### src/rtl/drawing_tablet_serial_port_unit_assert.svh
// Assertion macros shared by the RTL of the tablet port unit.
`ifndef DRAWING_TABLET_SERIAL_PORT_UNIT_ASSERT_SVH
`define DRAWING_TABLET_SERIAL_PORT_UNIT_ASSERT_SVH

// Same-cycle implication, gated by reset.
`define DTSP_ASSERT_NOW(label, clk, rst_n, ante, cons) \
    label: assert property (@(posedge clk) disable iff (!rst_n) (ante) |-> (cons)) \
        else $error("assertion failed");

// Next-cycle implication, gated by reset.
`define DTSP_ASSERT_NEXT(label, clk, rst_n, ante, cons) \
    label: assert property (@(posedge clk) disable iff (!rst_n) (ante) |=> (cons)) \
        else $error("assertion failed");

`endif

### src/rtl/dtsp_pkg.sv
`timescale 1ns / 1ps
`default_nettype none

package dtsp_pkg;

    localparam int WORD_W = 18;
    localparam int PTR_W  = 5;

    typedef enum logic [1:0] {
        MODE_SAMPLE = 2'd0,
        MODE_WRITE  = 2'd1,
        MODE_READ   = 2'd2,
        MODE_NONE   = 2'd3
    } mode_t;

    localparam logic [3:0] READ_IDLE = 4'd0;
    localparam logic [3:0] READ_WAIT = 4'd4;
    localparam logic [3:0] READ_LOW  = 4'd8;
    localparam logic [3:0] READ_HIGH = 4'd0;

    localparam logic [PTR_W-1:0] PTR_MAX  = 5'd19;
    localparam logic [PTR_W-1:0] PTR_LAST = 5'd18;

    typedef struct packed {
        mode_t              mode;
        logic signed [9:0]  pen_x;
        logic signed [9:0]  pen_y;
        logic               pen_button;
        logic [7:0]         write_value;
    } item_t;

    typedef struct packed {
        logic               fire;
        mode_t              mode;
        logic [1:0]         strobe;
        logic [WORD_W-1:0]  word;
    } cmd_t;

endpackage

`default_nettype wire

### src/rtl/dtsp_in_if.sv
`timescale 1ns / 1ps
`default_nettype none

interface dtsp_in_if;

    logic              valid;
    logic              ready;
    logic [1:0]        mode;
    logic signed [9:0] pen_x;
    logic signed [9:0] pen_y;
    logic              pen_button;
    logic [7:0]        write_value;

    modport source (
        output valid, mode, pen_x, pen_y, pen_button, write_value,
        input  ready
    );

    modport sink (
        input  valid, mode, pen_x, pen_y, pen_button, write_value,
        output ready
    );

endinterface

`default_nettype wire

### src/rtl/dtsp_out_if.sv
`timescale 1ns / 1ps
`default_nettype none

interface dtsp_out_if;

    logic       valid;
    logic       ready;
    logic [3:0] read_data;

    modport source (
        output valid, read_data,
        input  ready
    );

    modport sink (
        input  valid, read_data,
        output ready
    );

endinterface

`default_nettype wire

### src/rtl/drawing_tablet_serial_port_unit.sv
// Channel     Dir   Payload                                            Handshake
// sample_in   in    mode, pen_x, pen_y, pen_button, write_value        valid/ready
// result_out  out   read_data (only for port reads)                     valid/ready
//
// One request is accepted per cycle while the stage register can pass its request on.
// The stage register hands one request per cycle to the port logic and the result register,
// but a read waits in it while the result register holds an untaken value.
// Samples and writes never wait on the output side.
// rst_n clears the tablet state (pending word, shift word, strobe, pointer) to zero.
`timescale 1ns / 1ps
`default_nettype none

`include "drawing_tablet_serial_port_unit_assert.svh"

module drawing_tablet_serial_port_unit (
    input  wire logic  clk,
    input  wire logic  rst_n,
    dtsp_in_if.sink    sample_in,
    dtsp_out_if.source result_out
);
    import dtsp_pkg::*;

    item_t             stage_reg;
    logic              stage_valid_reg;
    logic              stage_valid_next;
    logic              out_valid_reg;
    logic              out_valid_next;
    logic [3:0]        read_data_reg;
    logic              is_read;
    logic              out_free;
    logic              fire;
    logic              accept;
    logic [WORD_W-1:0] word;
    logic [3:0]        port_data;
    cmd_t              cmd;

    always_comb
    begin
        is_read          = (stage_reg.mode == MODE_READ);
        out_free         = !out_valid_reg || result_out.ready;
        fire             = stage_valid_reg && (!is_read || out_free);
        sample_in.ready  = !stage_valid_reg || fire;
        accept           = sample_in.valid && sample_in.ready;
        stage_valid_next = accept ? 1'b1 : (fire ? 1'b0 : stage_valid_reg);
        out_valid_next   = (fire && is_read) ? 1'b1 :
                           (result_out.ready ? 1'b0 : out_valid_reg);
        cmd.fire         = fire;
        cmd.mode         = stage_reg.mode;
        cmd.strobe       = stage_reg.write_value[1:0];
        cmd.word         = word;
    end

    always_ff @(posedge clk or negedge rst_n)
    begin
        if (!rst_n)
        begin
            stage_valid_reg <= 1'b0;
            out_valid_reg   <= 1'b0;
        end
        else
        begin
            stage_valid_reg <= stage_valid_next;
            out_valid_reg   <= out_valid_next;
        end
    end

    always_ff @(posedge clk)
    begin
        if (accept)
        begin
            stage_reg.mode        <= mode_t'(sample_in.mode);
            stage_reg.pen_x       <= sample_in.pen_x;
            stage_reg.pen_y       <= sample_in.pen_y;
            stage_reg.pen_button  <= sample_in.pen_button;
            stage_reg.write_value <= sample_in.write_value;
        end
        if (fire && is_read)
        begin
            read_data_reg <= port_data;
        end
    end

    dtsp_word u_word (
        .pen_x      (stage_reg.pen_x),
        .pen_y      (stage_reg.pen_y),
        .pen_button (stage_reg.pen_button),
        .word       (word)
    );

    dtsp_port u_port (
        .clk       (clk),
        .rst_n     (rst_n),
        .cmd       (cmd),
        .read_data (port_data)
    );

    assign result_out.valid     = out_valid_reg;
    assign result_out.read_data = read_data_reg;

    `DTSP_ASSERT_NEXT(a_read_shows, clk, rst_n, fire && is_read, out_valid_reg)
    `DTSP_ASSERT_NEXT(a_read_waits, clk, rst_n,
        stage_valid_reg && is_read && out_valid_reg && !result_out.ready,
        stage_valid_reg && $stable(stage_reg))
    `DTSP_ASSERT_NEXT(a_result_drains, clk, rst_n,
        out_valid_reg && result_out.ready && !(fire && is_read),
        !out_valid_reg)

endmodule

`default_nettype wire

### src/rtl/dtsp_word.sv
`timescale 1ns / 1ps
`default_nettype none

module dtsp_word (
    input  wire logic signed [9:0]            pen_x,
    input  wire logic signed [9:0]            pen_y,
    input  wire logic                         pen_button,
    output logic [dtsp_pkg::WORD_W-1:0]       word
);
    import dtsp_pkg::*;

    localparam logic signed [9:0] X_MAX    = 10'sd255;
    localparam logic signed [9:0] Y_MAX    = 10'sd239;
    localparam logic [8:0]        X_OFFSET = 9'd8;
    localparam logic [7:0]        X_SCALE  = 8'd240;
    localparam logic [7:0]        Y_OFFSET = 8'd14;
    localparam logic [7:0]        Y_RECIP  = 8'd137;
    localparam logic [7:0]        Y_HIGH   = 8'd48;

    logic        off_area;
    logic [7:0]  x_pos;
    logic [7:0]  y_pos;
    logic [16:0] x_prod;
    logic [7:0]  x_scaled;
    logic [7:0]  y_diff;
    logic [15:0] y_prod;
    logic [7:0]  y_scaled;

    always_comb
    begin
        off_area = (pen_x < 10'sd0) || (pen_x > X_MAX) ||
                   (pen_y < 10'sd0) || (pen_y > Y_MAX);
        x_pos    = off_area ? 8'd0 : pen_x[7:0];
        y_pos    = off_area ? 8'd0 : pen_y[7:0];

        x_prod   = ({1'b0, x_pos} + X_OFFSET) * X_SCALE;
        x_scaled = x_prod[15:8];

        // y * 16 / 15 == y + y / 15
        y_diff   = y_pos - Y_OFFSET;
        y_prod   = y_diff * Y_RECIP;
        y_scaled = (y_pos < Y_OFFSET) ? 8'd0 : (y_diff + {4'd0, y_prod[14:11]});

        word = {x_scaled, y_scaled, (y_pos >= Y_HIGH) | pen_button, pen_button};
    end

endmodule

`default_nettype wire

### src/rtl/dtsp_port.sv
`timescale 1ns / 1ps
`default_nettype none

`include "drawing_tablet_serial_port_unit_assert.svh"

module dtsp_port (
    input  wire logic         clk,
    input  wire logic         rst_n,
    input  wire dtsp_pkg::cmd_t cmd,
    output logic [3:0]        read_data
);
    import dtsp_pkg::*;

    logic [WORD_W-1:0] pending_reg;
    logic [WORD_W-1:0] pending_next;
    logic [WORD_W-1:0] shift_reg;
    logic [WORD_W-1:0] shift_next;
    logic [1:0]        strobe_reg;
    logic [1:0]        strobe_next;
    logic [PTR_W-1:0]  index_reg;
    logic [PTR_W-1:0]  index_next;
    logic [PTR_W-1:0]  bit_sel;
    logic              cur_bit;

    always_ff @(posedge clk or negedge rst_n)
    begin
        if (!rst_n)
        begin
            pending_reg <= '0;
            shift_reg   <= '0;
            strobe_reg  <= '0;
            index_reg   <= '0;
        end
        else
        begin
            pending_reg <= pending_next;
            shift_reg   <= shift_next;
            strobe_reg  <= strobe_next;
            index_reg   <= index_next;
        end
    end

    always_comb
    begin
        pending_next = pending_reg;
        shift_next   = shift_reg;
        strobe_next  = strobe_reg;
        index_next   = index_reg;
        if (cmd.fire)
        begin
            unique case (cmd.mode)
                MODE_SAMPLE:
                begin
                    pending_next = cmd.word;
                end
                MODE_WRITE:
                begin
                    strobe_next = cmd.strobe;
                    if (cmd.strobe[0])
                    begin
                        if (!strobe_reg[1] && cmd.strobe[1] && (index_reg < PTR_MAX))
                        begin
                            index_next = index_reg + 5'd1;
                        end
                    end
                    else
                    begin
                        shift_next = pending_reg;
                        index_next = '0;
                    end
                end
                MODE_READ, MODE_NONE:
                begin
                end
                default:
                begin
                end
            endcase
        end
    end

    always_comb
    begin
        bit_sel = PTR_LAST - index_reg;
        cur_bit = 1'b0;
        if ((index_reg != '0) && (index_reg <= PTR_LAST))
        begin
            cur_bit = shift_reg[bit_sel];
        end
        priority if (!strobe_reg[0])
        begin
            read_data = READ_IDLE;
        end
        else if (!strobe_reg[1])
        begin
            read_data = READ_WAIT;
        end
        else
        begin
            read_data = cur_bit ? READ_HIGH : READ_LOW;
        end
    end

    `DTSP_ASSERT_NOW(a_index_bound, clk, rst_n, 1'b1, index_reg <= PTR_MAX)
    `DTSP_ASSERT_NEXT(a_latch_rewind, clk, rst_n,
        cmd.fire && (cmd.mode == MODE_WRITE) && !cmd.strobe[0],
        (index_reg == '0) && (shift_reg == $past(pending_reg)))
    `DTSP_ASSERT_NEXT(a_port_hold, clk, rst_n,
        !(cmd.fire && (cmd.mode == MODE_WRITE)),
        $stable(index_reg) && $stable(strobe_reg) && $stable(shift_reg))

endmodule

`default_nettype wire
### src/flat_wrapper.sv
// flat-port wrapper written by rule: the top's interface ports become plain ports
module drawing_tablet_serial_port_unit_flat import dtsp_pkg::*;
  (clk, rst_n, sample_in_valid, sample_in_mode, sample_in_pen_x, sample_in_pen_y, sample_in_pen_button, sample_in_write_value, sample_in_ready, result_out_valid, result_out_read_data, result_out_ready);
  dtsp_in_if sample_in_i ();
  dtsp_out_if result_out_i ();
  input  wire logic clk;
  input  wire logic rst_n;
  input wire logic [$bits(sample_in_i.valid)-1:0] sample_in_valid;
  input wire logic [$bits(sample_in_i.mode)-1:0] sample_in_mode;
  input wire logic [$bits(sample_in_i.pen_x)-1:0] sample_in_pen_x;
  input wire logic [$bits(sample_in_i.pen_y)-1:0] sample_in_pen_y;
  input wire logic [$bits(sample_in_i.pen_button)-1:0] sample_in_pen_button;
  input wire logic [$bits(sample_in_i.write_value)-1:0] sample_in_write_value;
  output wire logic [$bits(sample_in_i.ready)-1:0] sample_in_ready;
  output wire logic [$bits(result_out_i.valid)-1:0] result_out_valid;
  output wire logic [$bits(result_out_i.read_data)-1:0] result_out_read_data;
  input wire logic [$bits(result_out_i.ready)-1:0] result_out_ready;
  assign sample_in_i.valid = sample_in_valid;
  assign sample_in_i.mode = sample_in_mode;
  assign sample_in_i.pen_x = sample_in_pen_x;
  assign sample_in_i.pen_y = sample_in_pen_y;
  assign sample_in_i.pen_button = sample_in_pen_button;
  assign sample_in_i.write_value = sample_in_write_value;
  assign sample_in_ready = sample_in_i.ready;
  assign result_out_valid = result_out_i.valid;
  assign result_out_read_data = result_out_i.read_data;
  assign result_out_i.ready = result_out_ready;
  drawing_tablet_serial_port_unit u_core (.clk(clk), .rst_n(rst_n), .sample_in(sample_in_i), .result_out(result_out_i));
endmodule
### config.mk
export PLATFORM = sky130hd
export DESIGN_NAME = drawing_tablet_serial_port_unit_flat
export DESIGN_NICKNAME = d
export VERILOG_FILES = /design/src/rtl/dtsp_pkg.sv /design/src/rtl/dtsp_in_if.sv /design/src/rtl/dtsp_out_if.sv /design/src/rtl/drawing_tablet_serial_port_unit.sv /design/src/rtl/dtsp_word.sv /design/src/rtl/dtsp_port.sv /design/src/flat_wrapper.sv
export VERILOG_INCLUDE_DIRS = /design/src /design/src/rtl
export SDC_FILE = /design/constraint.sdc
export NUM_CORES = 1
export LEC_CHECK = 0
export BUFFER_PORTS_ARGS = -buffer_cell sky130_fd_sc_hd__buf_2
export CAP_MARGIN = 20
export CORE_UTILIZATION = 60
export DETAILED_ROUTE_END_ITERATION = 8
export GPL_TIMING_DRIVEN = 0
export PLACE_DENSITY = 0.84
export SLEW_MARGIN = 10
export SYNTH_ARGS = -nofsm -noshare
export SYNTH_HDL_FRONTEND = slang
export SYNTH_SLANG_ARGS = --single-unit
### constraint.sdc
create_clock -name clk -period 8.6 [get_ports clk]
set_input_delay 1.29 -clock clk [delete_from_list [all_inputs] [get_ports clk]]
set_output_delay 1.29 -clock clk [all_outputs]
set_load 0.1 [all_outputs]
==> results by group <==
Floorplanning
  – Width of the chip: 91.0 um
  – Die area: 0.00828 mm2
  – Starting Density: 0.618
  – Chip height: 91.0 um
  – Total core area: 0.00769 mm2
  – I/O pin count: 41
  – Standard-cell rows: 32

Cells and area
  – Most frequent cells in the layout: ha_1 (49), dfrtp_1 (45), buf_2 (38), nand2_1 (35), o21ai_0 (28)
  – Diode count: 0
  – Most common cell after layout, fill and taps aside: ha_1
  – Max FFs per register: 21
  – Area delta synth->final: 10.4%
  – Non-Filler Instances: 578
  – Share of layout cells above drive strength 1: 0.210
  – Nets: 568

Global routing
  – Global route overflow: 0
  – First-pass GRT wire length: 15000 um
  – Grt peak-use layer: met2
  – Largest net degree at the start of global routing: 46
  – Vias in the first global route: 3373
  – Met2 Use GR: 0.408
  – Gr usage total: 0.233
  – Met3 GRT Util: 0.0528
  – M1 GR Usage: 0.279
  – Initial antenna violation count: 0

Timing
  – Final min period: 5750 ps
  – Fmax: 0.174 GHz
  – Final hold vios: 0
  – Least-Margin Pin Slew: 963 ps
  – Slew HR: 0.358
  – Final Max Slew Viols: 0
  – Worst setup margin: 2850 ps
  – Post-route setup TNS: 0 ps
  – Final period util: 0.668
  – RSZ-0062 raised after global routing: false
  – Final setup fails: 0
  – Final Skew: 6.48 ps

Logic synthesis
  – Synthesis-stage register bit count: 72
  – Netlist cell types: 70
  – Mapped Cells: 426
  – Post-synth EDFFs: 27
  – Synth area leader: dfrtp_1
  – Seq/Total Area, Yosys: 0.408
  – Largest cells by area after synthesis: dfrtp_1 (24%), edfxtp_1 (17%), ha_1 (13%), fa_1 (5.5%), mux2_2 (4.5%)
  – Post-synth ARST share: 0.625
  – Post-synthesis cell area: 0.00475 mm2
  – Mapped Avg Cell Area: 11.2 um2
  – Most common flop cell mapped by yosys: dfrtp_1
  – Top cell type's share of synthesized area: 0.237
  – Yosys warnings: 0

Setup path
  – RR Startpoint: u_core.stage_reg[13]
  – Reg2reg end: u_core.u_port.pending_reg[9]
  – Crit Path Max Fanout: 10
  – Setup crit start kind: flip-flop
  – Crit path kind: reg2reg
  – R2R setup slack: 2850 ps
  – CP required: 8830 ps
  – Critical Path AT: 5980 ps
  – Reg2reg path depth: 21
  – CP Capture Type: flip-flop

Route
  – DR iter-0 viols: 208
  – Drt drc: 0
  – ANT nets after route: 0
  – Routed vias: 3373
  – Drt pass-1 iters: 4
  – Wire length per cell: 15.2 um
  – Vias/cell: 5.84
  – Post-Route WL: 8770 um

Pwr
  – Leakage power: 0.00238 uW
  – Peak VDD IR: 0.000132 V
  – PD cells: 160 mW/mm2

Clock network
  – Post-CTS Setup Inserts: 0
  – H-tree levels: 3
  – CTS tree: done
  – Clk sink count: 72
  – Clk slew on worst S/H paths: 70 ps
  – Max clock buf depth: 2
  – CTS resizes: 0
  – Worst skew pair latency: 350 ps
  – Hold Buf Count CTS: 0
  – TritonCTS Buffers: 9
  – CTS Root Cell: clkbuf_8

Worst hold path
  – WHS Endpoint: u_core.u_port.pending_reg[0]
  – Worst hold start: u_core.stage_reg[8]
  – Hold Path Class: reg2reg
  – Hold path depth: 2

Status
  – Status: finished clean

Run
  – Max-Cap Viols: 0

Place
  – Hpwl dp: 6760 um
  – Port buffer count: 32
  – RePlAce Congestion: 0.886
  – Pre-CTS WS: 2890 ps
  – Placed Cells: 562
critical path, stage by stage, from the launching register on:
cell,delay [ps]
edfxtp_1,500
nand4_2,260
and3_1,310
ha_1,280
a2111oi_2,410
xnor2_1,180
nand2_2,140
ha_1,300
ha_1,310
ha_1,300
ha_1,360
a21o_1,210
a21oi_1,190
o211ai_2,150
o31ai_1,300
xnor2_1,120
ha_1,350
nand2_1,60
o21ai_0,240
o21ai_0,190
nand4b_1,210
a32o_1,270
kinds of logic after synthesis:
group                      count (synthesis)  share of synthesized area
AOI/OAI and AO/OA                         79                      0.116
xor gates and xnor gates                  28                     0.0516
adders and majority gates                 62                      0.184
buffers and inverters                     39                     0.0363
DFF                                       72                      0.408
muxes                                     25                     0.0656
other                                      1                   0.000789
and+or+nand+nor                          120                      0.139
cell usage after synthesis (3+ instances only):
cell,count
clkbuf_1,4
and3_1,7
inv_1,25
dfrtp_1,45
nor2_1,17
edfxtp_1,27
xor2_1,11
buf_2,6
a31oi_1,3
mux2_2,19
o21ai_1,4
nand2b_1,11
a32o_1,3
xnor2_1,17
fa_1,13
nand4_1,5
nand3_1,8
o21ai_0,28
ha_1,49
a21oi_1,12
nor2b_1,5
mux2i_1,3
nand3b_1,4
nor3_1,6
mux4_2,3
nand2_1,35
nand2_2,3
buf_4,3
how the worst max path moves through the flow:
stage	end	slack, ps	startpoint	cells past startpoint
6_report	u_core.u_port.pending_reg[9]	2850	u_core.stage_reg[13]	21
5_1_grt	u_core.u_port.pending_reg[9]	2460	u_core.stage_reg[13]	21
4_1_cts	u_core.u_port.pending_reg[9]	2860	u_core.stage_reg[13]	21
3_5_place_dp	u_core.u_port.pending_reg[9]	2890	u_core.stage_reg[13]	21
3_3_place_gp	u_core.u_port.pending_reg[9]	3100	u_core.stage_reg[13]	21
2_1_floorplan	u_core.u_port.pending_reg[9]	3550	u_core.stage_reg[13]	21
power breakdown:
group | total, uW | internal [uW] | switching (uW)
logic | 164 | 73.1 | 91.3
registers | 417 | 393 | 23.9
clock network | 256 | 131 | 125
total | 837 | 597 | 240
per-layer routing:
layer	routed length, um	share of wire
met5	0	0
met3	366	0.042
met1	3740	0.43
met4	213	0.024
met2	4450	0.51
cell type report:
type	instances	area [um2]
plain buffers	14	78.8
clock buffers	9	124
clock inverters	7	62.6
fillers	545	2440
inverters	25	93.8
multi-input cells	316	2650
flip-flops and latches	72	1940
well taps	102	128
repair buffers	33	175
per-stage QoR:
step	hold slack [ps]	instance area, um2	utilization	total power, uW
finish	481	5250	0.682	837
global route	509	5250	0.682	881
CTS	482	5250	0.682	843
detailed placement	469	5060	0.658	587
global placement	454	5040	0.656	575
floorplan	440	4750	-	541
Power figures use the tool's default switching activity.
